==> config.mk <==
export PLATFORM = sky130hd
export DESIGN_NAME = two_color_life_generation_core
export DESIGN_NICKNAME = d
export VERILOG_FILES = /design/src/rtl/tclg_pkg.sv /design/src/rtl/tclg_ctrl.sv /design/src/rtl/tclg_datapath.sv /design/src/rtl/tclg_out_buf.sv /design/src/rtl/two_color_life_generation_core.sv
export SDC_FILE = /design/constraint.sdc
export NUM_CORES = 1
export LEC_CHECK = 0
export BUFFER_PORTS_ARGS = -buffer_cell sky130_fd_sc_hd__buf_2
export CORE_MARGIN = 1
export CORE_UTILIZATION = 50
export DETAILED_ROUTE_END_ITERATION = 6
export GPL_TIMING_DRIVEN = 1
export PLACE_DENSITY = 0.65
export SKIP_CTS_REPAIR_TIMING = 1
export SLEW_MARGIN = 10
export SYNTH_ARGS = -nofsm -noshare
export SYNTH_HDL_FRONTEND = slang
export SYNTH_HIERARCHICAL = 1
export SYNTH_SLANG_ARGS = --single-unit
==> constraint.sdc <==
create_clock -name aclk -period 14.5 [get_ports aclk]
set_input_delay 1.45 -clock aclk [delete_from_list [all_inputs] [get_ports aclk]]
set_output_delay 1.45 -clock aclk [all_outputs]
set_load 0.02 [all_outputs]
==> src/rtl/tclg_pkg.sv <==
// shared types and constants of the two-colour life generation core
`timescale 1ns / 1ps

package tclg_pkg;

    // cell codes
    localparam logic [1:0] CODE_DEAD = 2'd0;
    localparam logic [1:0] CODE_P0   = 2'd1;
    localparam logic [1:0] CODE_P1   = 2'd2;
    localparam logic [1:0] CODE_BAD  = 2'd3;

    localparam int CODE_W  = 2;
    localparam int CFG_W   = 6;
    localparam int TALLY_W = 11;
    localparam logic [TALLY_W-1:0] TALLY_MAX = '1;

    // configuration register indexes
    localparam logic CFG_BOARD_WIDTH  = 1'b0;
    localparam logic CFG_BOARD_HEIGHT = 1'b1;

    localparam int BOARD_WIDTH_RST  = 18;
    localparam int BOARD_HEIGHT_RST = 16;
    localparam int DIM_MIN          = 3;

    typedef enum logic [1:0] {
        ST_RUN,
        ST_TAIL,
        ST_FLUSH,
        ST_FINAL
    } state_t;

    typedef enum logic [1:0] {
        PUSH_NONE,
        PUSH_STEP,
        PUSH_ZERO,
        PUSH_FLUSH
    } push_src_t;

    typedef struct packed {
        push_src_t push_src;
        logic      clear_win;
        logic      mem_we;
        logic      zero_top;
        logic      emit;
        logic      last;
        logic      clear_tally;
    } dp_cmd_t;

    typedef struct packed {
        logic [TALLY_W-1:0] count_player1;
        logic [TALLY_W-1:0] count_player0;
        logic               frame_last;
        logic [CODE_W-1:0]  next_code;
    } result_t;

endpackage

==> src/rtl/tclg_ctrl.sv <==
// controller: board size registers, raster position and the row/flush sequencer
`timescale 1ns / 1ps

module tclg_ctrl import tclg_pkg::*; #(
    parameter int MAX_WIDTH  = 32,
    parameter int MAX_HEIGHT = 32,
    localparam int COL_W     = $clog2(MAX_WIDTH),
    localparam int H_CAP     = (MAX_HEIGHT < (1 << CFG_W) - 1) ? MAX_HEIGHT : (1 << CFG_W) - 1,
    localparam int ROW_W     = $clog2(H_CAP)
) (
    input  logic             aclk,
    input  logic             aresetn,
    input  logic             cfg_we,
    input  logic             cfg_index,
    input  logic [CFG_W-1:0] cfg_data,
    input  logic             s_tvalid,
    output logic             s_tready,
    input  logic             buf_full,
    output dp_cmd_t          cmd,
    output logic [COL_W-1:0] wr_addr,
    output logic [COL_W-1:0] rd_addr
);

    localparam int RST_W = (BOARD_WIDTH_RST > MAX_WIDTH) ? MAX_WIDTH : BOARD_WIDTH_RST;
    localparam int RST_H = (BOARD_HEIGHT_RST > H_CAP) ? H_CAP : BOARD_HEIGHT_RST;

    state_t           state_reg, state_next;
    logic [COL_W-1:0] col_reg, col_next;
    logic [ROW_W-1:0] row_reg, row_next;
    logic [COL_W-1:0] last_col_reg, last_col_next;
    logic [ROW_W-1:0] last_row_reg, last_row_next;
    logic             step;
    int               w_clamp, h_clamp;

    assign step = (state_reg == ST_RUN) && s_tvalid && !buf_full && !cfg_we;

    // clamp the written size to the supported range
    always_comb begin
        w_clamp = int'(cfg_data);
        h_clamp = int'(cfg_data);
        if (w_clamp < DIM_MIN) begin
            w_clamp = DIM_MIN;
        end else if (w_clamp > MAX_WIDTH) begin
            w_clamp = MAX_WIDTH;
        end
        if (h_clamp < DIM_MIN) begin
            h_clamp = DIM_MIN;
        end else if (h_clamp > H_CAP) begin
            h_clamp = H_CAP;
        end
        last_col_next = last_col_reg;
        last_row_next = last_row_reg;
        if (cfg_we) begin
            unique case (cfg_index)
                CFG_BOARD_WIDTH:  last_col_next = COL_W'(w_clamp - 1);
                CFG_BOARD_HEIGHT: last_row_next = ROW_W'(h_clamp - 1);
                default:          last_col_next = last_col_reg;
            endcase
        end
    end

    // next state
    always_comb begin
        state_next = state_reg;
        if (cfg_we) begin
            state_next = ST_RUN;
        end else begin
            unique case (state_reg)
                ST_RUN: begin
                    if (step && col_reg == last_col_reg && row_reg != '0) begin
                        state_next = ST_TAIL;
                    end
                end
                ST_TAIL: begin
                    if (!buf_full) begin
                        state_next = (row_reg == last_row_reg) ? ST_FLUSH : ST_RUN;
                    end
                end
                ST_FLUSH: begin
                    if ((col_reg == '0 || !buf_full) && col_reg == last_col_reg) begin
                        state_next = ST_FINAL;
                    end
                end
                ST_FINAL: begin
                    if (!buf_full) begin
                        state_next = ST_RUN;
                    end
                end
                default: state_next = ST_RUN;
            endcase
        end
    end

    // outputs and counters
    always_comb begin
        cmd      = '0;
        s_tready = 1'b0;
        col_next = col_reg;
        row_next = row_reg;
        unique case (state_reg)
            ST_RUN: begin
                s_tready = !buf_full && !cfg_we;
                if (step) begin
                    cmd.push_src  = PUSH_STEP;
                    cmd.mem_we    = 1'b1;
                    cmd.zero_top  = (row_reg == '0);
                    cmd.clear_win = (col_reg == '0);
                    cmd.emit      = (row_reg != '0) && (col_reg != '0);
                    if (col_reg == last_col_reg) begin
                        col_next = '0;
                        // the first row has no tail cell
                        if (row_reg == '0) begin
                            row_next = row_reg + 1'b1;
                        end
                    end else begin
                        col_next = col_reg + 1'b1;
                    end
                end
            end
            ST_TAIL: begin
                if (!buf_full) begin
                    cmd.push_src = PUSH_ZERO;
                    cmd.emit     = 1'b1;
                    if (row_reg != last_row_reg) begin
                        row_next = row_reg + 1'b1;
                    end
                end
            end
            ST_FLUSH: begin
                if (col_reg == '0 || !buf_full) begin
                    cmd.push_src  = PUSH_FLUSH;
                    cmd.clear_win = (col_reg == '0);
                    cmd.emit      = (col_reg != '0);
                    col_next      = (col_reg == last_col_reg) ? '0 : col_reg + 1'b1;
                end
            end
            ST_FINAL: begin
                if (!buf_full) begin
                    cmd.push_src    = PUSH_ZERO;
                    cmd.emit        = 1'b1;
                    cmd.last        = 1'b1;
                    cmd.clear_tally = 1'b1;
                    row_next        = '0;
                end
            end
            default: cmd = '0;
        endcase
        if (cfg_we) begin
            cmd             = '0;
            cmd.clear_tally = 1'b1;
            col_next        = '0;
            row_next        = '0;
        end
    end

    assign wr_addr = col_reg;
    // line store is addressed with the next column so its registered read data matches the current column
    assign rd_addr = col_next;

    always_ff @(posedge aclk) begin
        if (!aresetn) begin
            state_reg    <= ST_RUN;
            col_reg      <= '0;
            row_reg      <= '0;
            last_col_reg <= COL_W'(RST_W - 1);
            last_row_reg <= ROW_W'(RST_H - 1);
        end else begin
            state_reg    <= state_next;
            col_reg      <= col_next;
            row_reg      <= row_next;
            last_col_reg <= last_col_next;
            last_row_reg <= last_row_next;
        end
    end

endmodule

==> src/rtl/tclg_datapath.sv <==
// datapath: two-row line store, 3x3 window, next-cell rule and live tallies
`timescale 1ns / 1ps

module tclg_datapath import tclg_pkg::*; #(
    parameter int MAX_WIDTH = 32,
    localparam int COL_W    = $clog2(MAX_WIDTH)
) (
    input  logic              aclk,
    input  logic              aresetn,
    input  dp_cmd_t           cmd,
    input  logic [COL_W-1:0]  wr_addr,
    input  logic [COL_W-1:0]  rd_addr,
    input  logic [CODE_W-1:0] cell_code,
    output result_t           result
);

    // word per column: [1:0] older row, [3:2] newer row
    logic [2*CODE_W-1:0] mem [MAX_WIDTH];
    logic [2*CODE_W-1:0] rd_data_reg;

    // window columns, oldest first; inside a column [1:0] top .. [5:4] bottom
    logic [3*CODE_W-1:0] win_reg  [3];
    logic [3*CODE_W-1:0] win_next [3];
    logic [3*CODE_W-1:0] new_col;
    logic [CODE_W-1:0]   cell_v;
    logic [CODE_W-1:0]   center;
    logic [CODE_W-1:0]   next_code;
    logic [3:0]          n0, n1, total;
    logic [TALLY_W-1:0]  tally0_reg, tally1_reg;
    logic [TALLY_W-1:0]  tally0_new, tally1_new;

    assign cell_v = (cell_code == CODE_BAD) ? CODE_DEAD : cell_code;

    always_comb begin
        unique case (cmd.push_src)
            PUSH_STEP:  new_col = {cell_v, rd_data_reg};
            PUSH_FLUSH: new_col = {CODE_DEAD, rd_data_reg};
            PUSH_ZERO:  new_col = '0;
            PUSH_NONE:  new_col = '0;
            default:    new_col = '0;
        endcase
    end

    always_comb begin
        for (int k = 0; k < 3; k++) begin
            win_next[k] = cmd.clear_win ? '0 : win_reg[k];
        end
        if (cmd.push_src != PUSH_NONE) begin
            win_next[0] = win_next[1];
            win_next[1] = win_next[2];
            win_next[2] = new_col;
        end
    end

    // neighbour counts per colour
    always_comb begin
        n0 = '0;
        n1 = '0;
        for (int k = 0; k < 3; k++) begin
            for (int j = 0; j < 3; j++) begin
                if (!(k == 1 && j == 1)) begin
                    if (win_next[k][2*j +: 2] == CODE_P0) begin
                        n0 = n0 + 4'd1;
                    end else if (win_next[k][2*j +: 2] == CODE_P1) begin
                        n1 = n1 + 4'd1;
                    end
                end
            end
        end
    end

    assign center = win_next[1][3:2];
    assign total  = n0 + n1;

    always_comb begin
        next_code = CODE_DEAD;
        if (center == CODE_DEAD) begin
            // birth takes the majority colour, ties go to player one
            if (total == 4'd3) begin
                next_code = (n0 > n1) ? CODE_P0 : CODE_P1;
            end
        end else if (total == 4'd2 || total == 4'd3) begin
            next_code = center;
        end
    end

    always_comb begin
        tally0_new = tally0_reg;
        tally1_new = tally1_reg;
        if (next_code == CODE_P0 && tally0_reg != TALLY_MAX) begin
            tally0_new = tally0_reg + 1'b1;
        end
        if (next_code == CODE_P1 && tally1_reg != TALLY_MAX) begin
            tally1_new = tally1_reg + 1'b1;
        end
    end

    always_comb begin
        result.next_code     = next_code;
        result.frame_last    = cmd.last;
        result.count_player0 = cmd.last ? tally0_new : '0;
        result.count_player1 = cmd.last ? tally1_new : '0;
    end

    always_ff @(posedge aclk) begin
        if (cmd.mem_we) begin
            mem[wr_addr] <= {cell_v, cmd.zero_top ? CODE_DEAD : rd_data_reg[3:2]};
        end
        rd_data_reg <= mem[rd_addr];
    end

    always_ff @(posedge aclk) begin
        for (int k = 0; k < 3; k++) begin
            win_reg[k] <= win_next[k];
        end
    end

    always_ff @(posedge aclk) begin
        if (!aresetn) begin
            tally0_reg <= '0;
            tally1_reg <= '0;
        end else if (cmd.clear_tally) begin
            tally0_reg <= '0;
            tally1_reg <= '0;
        end else if (cmd.emit) begin
            tally0_reg <= tally0_new;
            tally1_reg <= tally1_new;
        end
    end

endmodule

==> src/rtl/tclg_out_buf.sv <==
// two-entry result queue between the window evaluator and the output channel
`timescale 1ns / 1ps

module tclg_out_buf import tclg_pkg::*; (
    input  logic    aclk,
    input  logic    aresetn,
    input  logic    enq,
    input  result_t enq_data,
    output logic    full,
    output logic    m_tvalid,
    input  logic    m_tready,
    output result_t m_data
);

    result_t    slot_reg [2];
    logic       wr_ptr_reg, rd_ptr_reg;
    logic [1:0] count_reg, count_next;
    logic       deq;

    assign m_tvalid = (count_reg != 2'd0);
    assign full     = (count_reg == 2'd2);
    assign deq      = m_tvalid && m_tready;
    assign m_data   = slot_reg[rd_ptr_reg];

    always_comb begin
        count_next = count_reg;
        if (enq && !deq) begin
            count_next = count_reg + 2'd1;
        end else if (deq && !enq) begin
            count_next = count_reg - 2'd1;
        end
    end

    always_ff @(posedge aclk) begin
        if (enq) begin
            slot_reg[wr_ptr_reg] <= enq_data;
        end
    end

    always_ff @(posedge aclk) begin
        if (!aresetn) begin
            wr_ptr_reg <= 1'b0;
            rd_ptr_reg <= 1'b0;
            count_reg  <= 2'd0;
        end else begin
            if (enq) begin
                wr_ptr_reg <= !wr_ptr_reg;
            end
            if (deq) begin
                rd_ptr_reg <= !rd_ptr_reg;
            end
            count_reg <= count_next;
        end
    end

endmodule

==> src/rtl/two_color_life_generation_core.sv <==
// top level of the two-colour life generation core
//
//  channel | direction | tdata (lowest bit first)                       | tlast
//  s_      | in        | [1:0] cell_code, [7:2] zero                    | -
//  m_      | out       | [1:0] next_code, [12:2] count_player0,
//          |           | [23:13] count_player1                          | frame_last
//  cfg_    | in        | cfg_index 0 board_width, 1 board_height        | -
//
// one cell is taken per cycle while the result buffer has room and cfg_we is low; the last cell of every row
// after the first is followed by a step that emits the right-edge cell, and the last cell of a frame is followed by
// a flush pass over the final row and a closing step that marks frame_last. the single window evaluator
// issues at most one result per cycle.
// results queue in a two-entry buffer; a full buffer stalls s_tready and the flush.
// reset is synchronous and takes effect at once: the line store needs no clearing pass.
`timescale 1ns / 1ps

module two_color_life_generation_core import tclg_pkg::*; #(
    parameter int MAX_WIDTH  = 32,
    parameter int MAX_HEIGHT = 32
) (
    input  logic             aclk,
    input  logic             aresetn,
    input  logic             cfg_we,
    input  logic             cfg_index,
    input  logic [CFG_W-1:0] cfg_data,
    input  logic             s_tvalid,
    output logic             s_tready,
    input  logic [7:0]       s_tdata,   // [1:0] cell_code
    output logic             m_tvalid,
    input  logic             m_tready,
    output logic [23:0]      m_tdata,   // [1:0] next_code, [12:2] count_player0, [23:13] count_player1
    output logic             m_tlast
);

    localparam int COL_W = $clog2(MAX_WIDTH);

    dp_cmd_t          cmd;
    logic [COL_W-1:0] wr_addr, rd_addr;
    logic             buf_full;
    result_t          result, m_res;

    tclg_ctrl #(
        .MAX_WIDTH (MAX_WIDTH),
        .MAX_HEIGHT(MAX_HEIGHT)
    ) u_ctrl (
        .aclk     (aclk),
        .aresetn  (aresetn),
        .cfg_we   (cfg_we),
        .cfg_index(cfg_index),
        .cfg_data (cfg_data),
        .s_tvalid (s_tvalid),
        .s_tready (s_tready),
        .buf_full (buf_full),
        .cmd      (cmd),
        .wr_addr  (wr_addr),
        .rd_addr  (rd_addr)
    );

    tclg_datapath #(
        .MAX_WIDTH(MAX_WIDTH)
    ) u_datapath (
        .aclk     (aclk),
        .aresetn  (aresetn),
        .cmd      (cmd),
        .wr_addr  (wr_addr),
        .rd_addr  (rd_addr),
        .cell_code(s_tdata[1:0]),
        .result   (result)
    );

    tclg_out_buf u_out_buf (
        .aclk    (aclk),
        .aresetn (aresetn),
        .enq     (cmd.emit),
        .enq_data(result),
        .full    (buf_full),
        .m_tvalid(m_tvalid),
        .m_tready(m_tready),
        .m_data  (m_res)
    );

    assign m_tdata = {m_res.count_player1, m_res.count_player0, m_res.next_code};
    assign m_tlast = m_res.frame_last;

endmodule

==> flow_summary.yaml, run 1 <==
status:
  status: "finished clean"
worst_setup_path:
  slowest_stage: "or2_1"
  required_ps: 14770
  arrival_ps: 10190
  cpMostUsedCell: "ha_1"
  max_stage_delay_ps: 600
  cp_max_fo: 21
  worstSetupPathType: "in -> reg"
  start_kind: "primary input"
  critPathCaptureType: "register"
die:
  die_w_um: 159
  die_area_mm2: 0.0252
  initial_utilization_pct: 50.7
  die_h_um: 159
  placementRows: 57
  num_io_pins: 47
  core_mm2: 0.0242
routing:
  avgRoutedWirePerCell_um: 16.9
  post-route-drc-count: 0
  drt_iter0_drc: 456
  vias: 7626
  antenna_violating_nets_post_route: 0
  drt_wl_total_mm: 23.3
  first_pass_iters: 5
  via_per_inst: 5.52
placed_design:
  globalplace.congestion: 0.776
  portBuffers: 40
  hpwl_mm: 15.7
  place_inst: 1332
  placed_cell_area_mm2: 0.0128
synth:
  ys_async_sr_fraction_pct: 0
  syn_nets: 1050
  synth_area_mm2: 0.0123
  yosysWarnings: 6
  ys_top_cells_by_area: "edfxtp_1, dfxtp_1, mux4_2"
  synth_top_area_cell: "edfxtp_1"
  yosys.area.top_type_share_pct: 43.5
  synth_edf_count: 178
  ys.flop_type: "edfxtp_1"
  syn_avg_cell_area_um2: 12.3
  yosys-top-cells-count: "edfxtp_1, nor2_1, nand2_1"
  synth_seq_area_share_pct: 55.0
  synth_most_common_cell: "edfxtp_1"
  ys_ff_latch: 249
  netlist_instances: 1001
  yosysUniqueCellTypes: 82
timing:
  rsz0062_at_grt: "false"
  setup_viol: 0
  finalSetupTns_ps: 0
  min_period_over_period_pct: 68.4
  finalHoldViolations: 0
  worst_slew_pin_slew_ps: 1080
  fmax_mhz: 101
  final.min_clock_period_ps: 9910
  slew_violations: 0
  hold_slack_ps: 463
  fin_skew_ps: 13.3
  relSlewSlack_pct: 28.0
power:
  p_switching_mw: 0.473
  pwr-share-seq_pct: 43.8
  p_per_area_mw_per_mm2: 131
  p_clk_share_pct: 38.0
  internal_power_mw: 1.33
  leakage_nw: 4.73
  peakVddDrop_uv: 108
  power_frac_comb_pct: 18.2
  finalPower_mw: 1.80
  swShare_pct: 26.3
clocking:
  htree_levels: 1
  clk_pin_slew_ps: 60
  cts_tree: "done"
  cts-buffers-inserted: 27
  cts_root_buf: "clkbuf_16"
  clock_sinks: 249
  clk_latency_ps: 530
  cts_buffer_depth: 3
cells_and_area:
  stdcell_count: 1381
  design_area_mm2: 0.0138
  drive_gt1_share_pct: 19.8
  ff_latch_area_mm2: 0.00677
  largest_reg_flops: 128
  multi_input_area_mm2: 0.00527
  diodes: 0
  area_delta_synth_final_pct: 11.8
  nFillCells: 2017
  nets: 1086
global_routing:
  grt_use_total_pct: 19.0
  antenna_found_initial: 0
  first_global_vias: 7481
  grt_overflow: 0
  grt_pass1_wl_mm: 38.5
  grt_max_degree: 34
run:
  drv_cap: 0
worst_hold_path:
  hold_path_class: "reg -> reg"
-- layer usage --
metal	GRT usage, %	part of all wire [%]
met5	0	0
met4	4.94	2.2
met3	2.48	4.1
met2	32.5	49
met1	25.4	45
-- power by group through the flow --
stage / Sequential [mW] / Combinational (mW) / Clock, mW
2_1_floorplan: 0.800 / 0.249 / 0
3_3_place_gp: 0.803 / 0.322 / 0
3_5_place_dp: 0.803 / 0.327 / 0
4_1_cts: 0.788 / 0.331 / 0.701
5_1_grt: 0.789 / 0.362 / 0.729
6_report: 0.788 / 0.327 / 0.685
-- kinds of logic (layout without fill, tap and decap cells) --
| group | Yosys count | in the layout | synth area share (%) |
|---|---|---|---|
| simple gates | 351 | 351 | 14.6 |
| mux | 82 | 82 | 11.1 |
| fa+ha+maj | 29 | 29 | 3.01 |
| buf+inv | 75 | 131 | 2.59 |
| xor+xnor | 82 | 82 | 6.14 |
| flops | 249 | 249 | 55.0 |
| compound gates | 133 | 133 | 7.58 |
-- worst max-delay path: cells and delay by family --
family                     cells  cell delay (ps)
muxes                          1              310
AOI/OAI and AO/OA             11             2660
buffers and inverters          6             1130
xor gates and xnor gates       4              610
adders and majority gates      6             1960
and+or+nand+nor                9             2010
-- final cells by class --
cell class,count,share of cell area [%]
multi-input combinational,677,38.3
tap,324,2.95
timing repair buffer,55,2.27
clock buffer,30,4.99
inverter,27,0.737
sequential,249,49.2
clock inverter,19,1.56
-- cells in the final DEF, fill, tap and decap left out, types with 34 or more instances in the layout --
cell type,synthesis,layout
edfxtp_1,178,178
nand2_1,87,87
mux2_2,34,34
xnor2_1,41,41
dfxtp_1,71,71
a21oi_1,38,38
mux4_2,40,40
nor2_1,97,95
buf_2,12,40
xor2_1,37,37
-- path summary, 6_finish.rpt --
kind                                 start                         to  slack [ps]  cells after the start
hold reg to reg   u_datapath/win_reg[0][1]   u_datapath/win_reg[0][1]         460                      2
hold / removal    u_datapath/win_reg[0][1]   u_datapath/win_reg[0][1]         460                      2
setup reg to reg         u_ctrl/wr_addr[0]  u_out_buf/slot_reg[1][21]        5000                     38
setup / recovery                    cfg_we  u_out_buf/slot_reg[1][21]        4590                     37
-- stage by stage --
| step | setup slack [ps] | util [%] |
|---|---|---|
| final | 4590 | 56.7 |
| after detailed placement | 4030 | 53.0 |
| after global placement | 4130 | 53.0 |
| after CTS | 4540 | 56.7 |
| after floorplan | 4650 | - |
| after global routing | 3920 | 56.7 |
Note: power is estimated with default switching activity, not from simulation.
==> run 2, diff against run 1 <==
--- a/config.mk
+++ b/config.mk
@@ -10,7 +10,7 @@
 export CORE_UTILIZATION = 50
 export DETAILED_ROUTE_END_ITERATION = 6
 export GPL_TIMING_DRIVEN = 1
-export PLACE_DENSITY = 0.65
+export PLACE_DENSITY = 0.67
 export SKIP_CTS_REPAIR_TIMING = 1
 export SLEW_MARGIN = 10
 export SYNTH_ARGS = -nofsm -noshare
==> constraint.sdc (replaced) <==
create_clock -name aclk -period 8.25 [get_ports aclk]
set_input_delay 0.825 -clock aclk [delete_from_list [all_inputs] [get_ports aclk]]
set_output_delay 0.825 -clock aclk [all_outputs]
set_load 0.02 [all_outputs]
==> run 2 against run 1 <==
Against the previous run:
- critical path depth fell by 4
- clock power rose by 61%
- total power rose by 79%
- global-route usage rose by 0.18 points
- core utilization rose by 1.5 points
- setup slack got worse by 4100 ps
- die area did not move
- largest cell class unchanged
==> flow_summary.yaml, run 2 (same netlist as run 1, synthesis figures left out) <==
worst_setup_path:
  worstSetupPathType: "reg -> reg"
  arrival_ps: 8030
  max_stage_delay_ps: 560
  critPathCaptureType: "register"
  r2r_start: "u_ctrl/wr_addr[0]"
  r2r_cells: 33
  cpMostUsedCell: "ha_1"
  worstSetupStartpoint: "u_ctrl/wr_addr[0]"
  slowest_stage: "or4b_4"
  required_ps: 8530
  cp_max_fo: 7
  start_kind: "register"
clocking:
  clk_pin_slew_ps: 60
  cts_tree: "done"
  clock_sinks: 249
  cts-buffers-inserted: 26
  clk_latency_ps: 550
  cts_root_buf: "clkbuf_16"
  htree_levels: 1
  cts_buffer_depth: 3
routing:
  via_per_inst: 5.48
  avgRoutedWirePerCell_um: 16.9
  drt_wl_total_mm: 23.9
  drt_iter0_drc: 395
  vias: 7740
  antenna_violating_nets_post_route: 0
  first_pass_iters: 5
  post-route-drc-count: 0
worst_hold_path:
  hold_path_class: "reg -> reg"
  holdPathStages: 2
  hold_start: "u_datapath/win_reg[0][5]"
cells_and_area:
  drive_gt1_share_pct: 24.1
  diodes: 0
  largest_reg_flops: 128
  area_delta_synth_final_pct: 14.8
  most-common-layout-cells: "edfxtp_1, nor2_1, nand2_1, dfxtp_1, buf_4"
  final_common_cell: "edfxtp_1"
  design_area_mm2: 0.0141
  nets: 1118
  nFillCells: 2008
global_routing:
  grt_max_degree: 34
  first_global_vias: 7590
  grt_overflow: 0
  antenna_found_initial: 0
  grt_pass1_wl_mm: 38.9
  grt_use_total_pct: 19.2
power:
  p_per_area_mw_per_mm2: 228
  peakVddDrop_uv: 262
  leakage_nw: 4.89
timing:
  setup_viol: 0
  final.min_clock_period_ps: 7750
  finalSetupTns_ps: 0
  hold_slack_ps: 468
  min_period_over_period_pct: 93.9
  slew_violations: 0
  worst_slew_pin_slew_ps: 1190
  rsz0062_at_grt: "false"
  fin_skew_ps: 26.0
  relSlewSlack_pct: 20.5
  fmax_mhz: 129
  finalHoldViolations: 0
status:
  status: "finished clean"
die:
  die_w_um: 159
  die_h_um: 159
  placementRows: 57
  num_io_pins: 47
  initial_utilization_pct: 50.7
  core_mm2: 0.0242
  die_area_mm2: 0.0252
run:
  drv_cap: 0
placed_design:
  globalplace.congestion: 0.785
  portBuffers: 40
  placed_cell_area_mm2: 0.0131
  hpwl_mm: 16.0
-- run 2: final timing paths --
check	slack [ps]	endpoint
setup / recovery	500	u_out_buf/slot_reg[1][10]
hold / removal	470	u_datapath/win_reg[0][5]
setup reg to reg	500	u_out_buf/slot_reg[1][10]
hold reg to reg	470	u_datapath/win_reg[0][5]
-- run 2: critical path, delay by kind of cell, from the launching register on --
family                     cells  cell delay [ps]
AOI/OAI and AO/OA              7             1380
xor gates and xnor gates       3              440
adders and majority gates      8             2270
buffers and inverters          3              290
DFF                            1              320
muxes                          4             1240
and+or+nand+nor                8             1540
-- run 2: final cells by class --
type / count / area (µm²) / area share [%]
Clock inverter: 14 / 120 / 0.851
Tap cell: 324 / 405 / 2.87
Sequential cell: 249 / 6770 / 47.9
Inverter: 27 / 101 / 0.718
Clock buffer: 34 / 694 / 4.92
Multi-Input combinational cell: 677 / 5430 / 38.4
Timing Repair Buffer: 88 / 602 / 4.26
-- run 2: metrics by stage --
step | power (mW) | instances | utilization (%) | setup WS (ps)
final | 3.22 | 1413 | 58.2 | 501
after detailed placement | 2.03 | 1356 | 54.1 | -123
after floorplan | 1.88 | 1001 | - | 38.0
after CTS | 3.13 | 1404 | 57.4 | 105
after global placement | 2.02 | 1356 | 54.1 | -26.5
after global routing | 3.37 | 1413 | 58.2 | 39.0
-- run 2: where the power goes --
group	internal [mW]	leakage (nW)	switching [mW]
clock network	0.628	0.400	0.471
registers	1.37	2.16	0.0233
logic	0.338	2.33	0.390
-- run 2: metal layers --
metal | global-route usage (%) | part of all wire (%)
met3 | 2.90 | 4.5
met1 | 25.4 | 45
met4 | 5.78 | 2.5
met2 | 32.5 | 48
met5 | 0 | 0
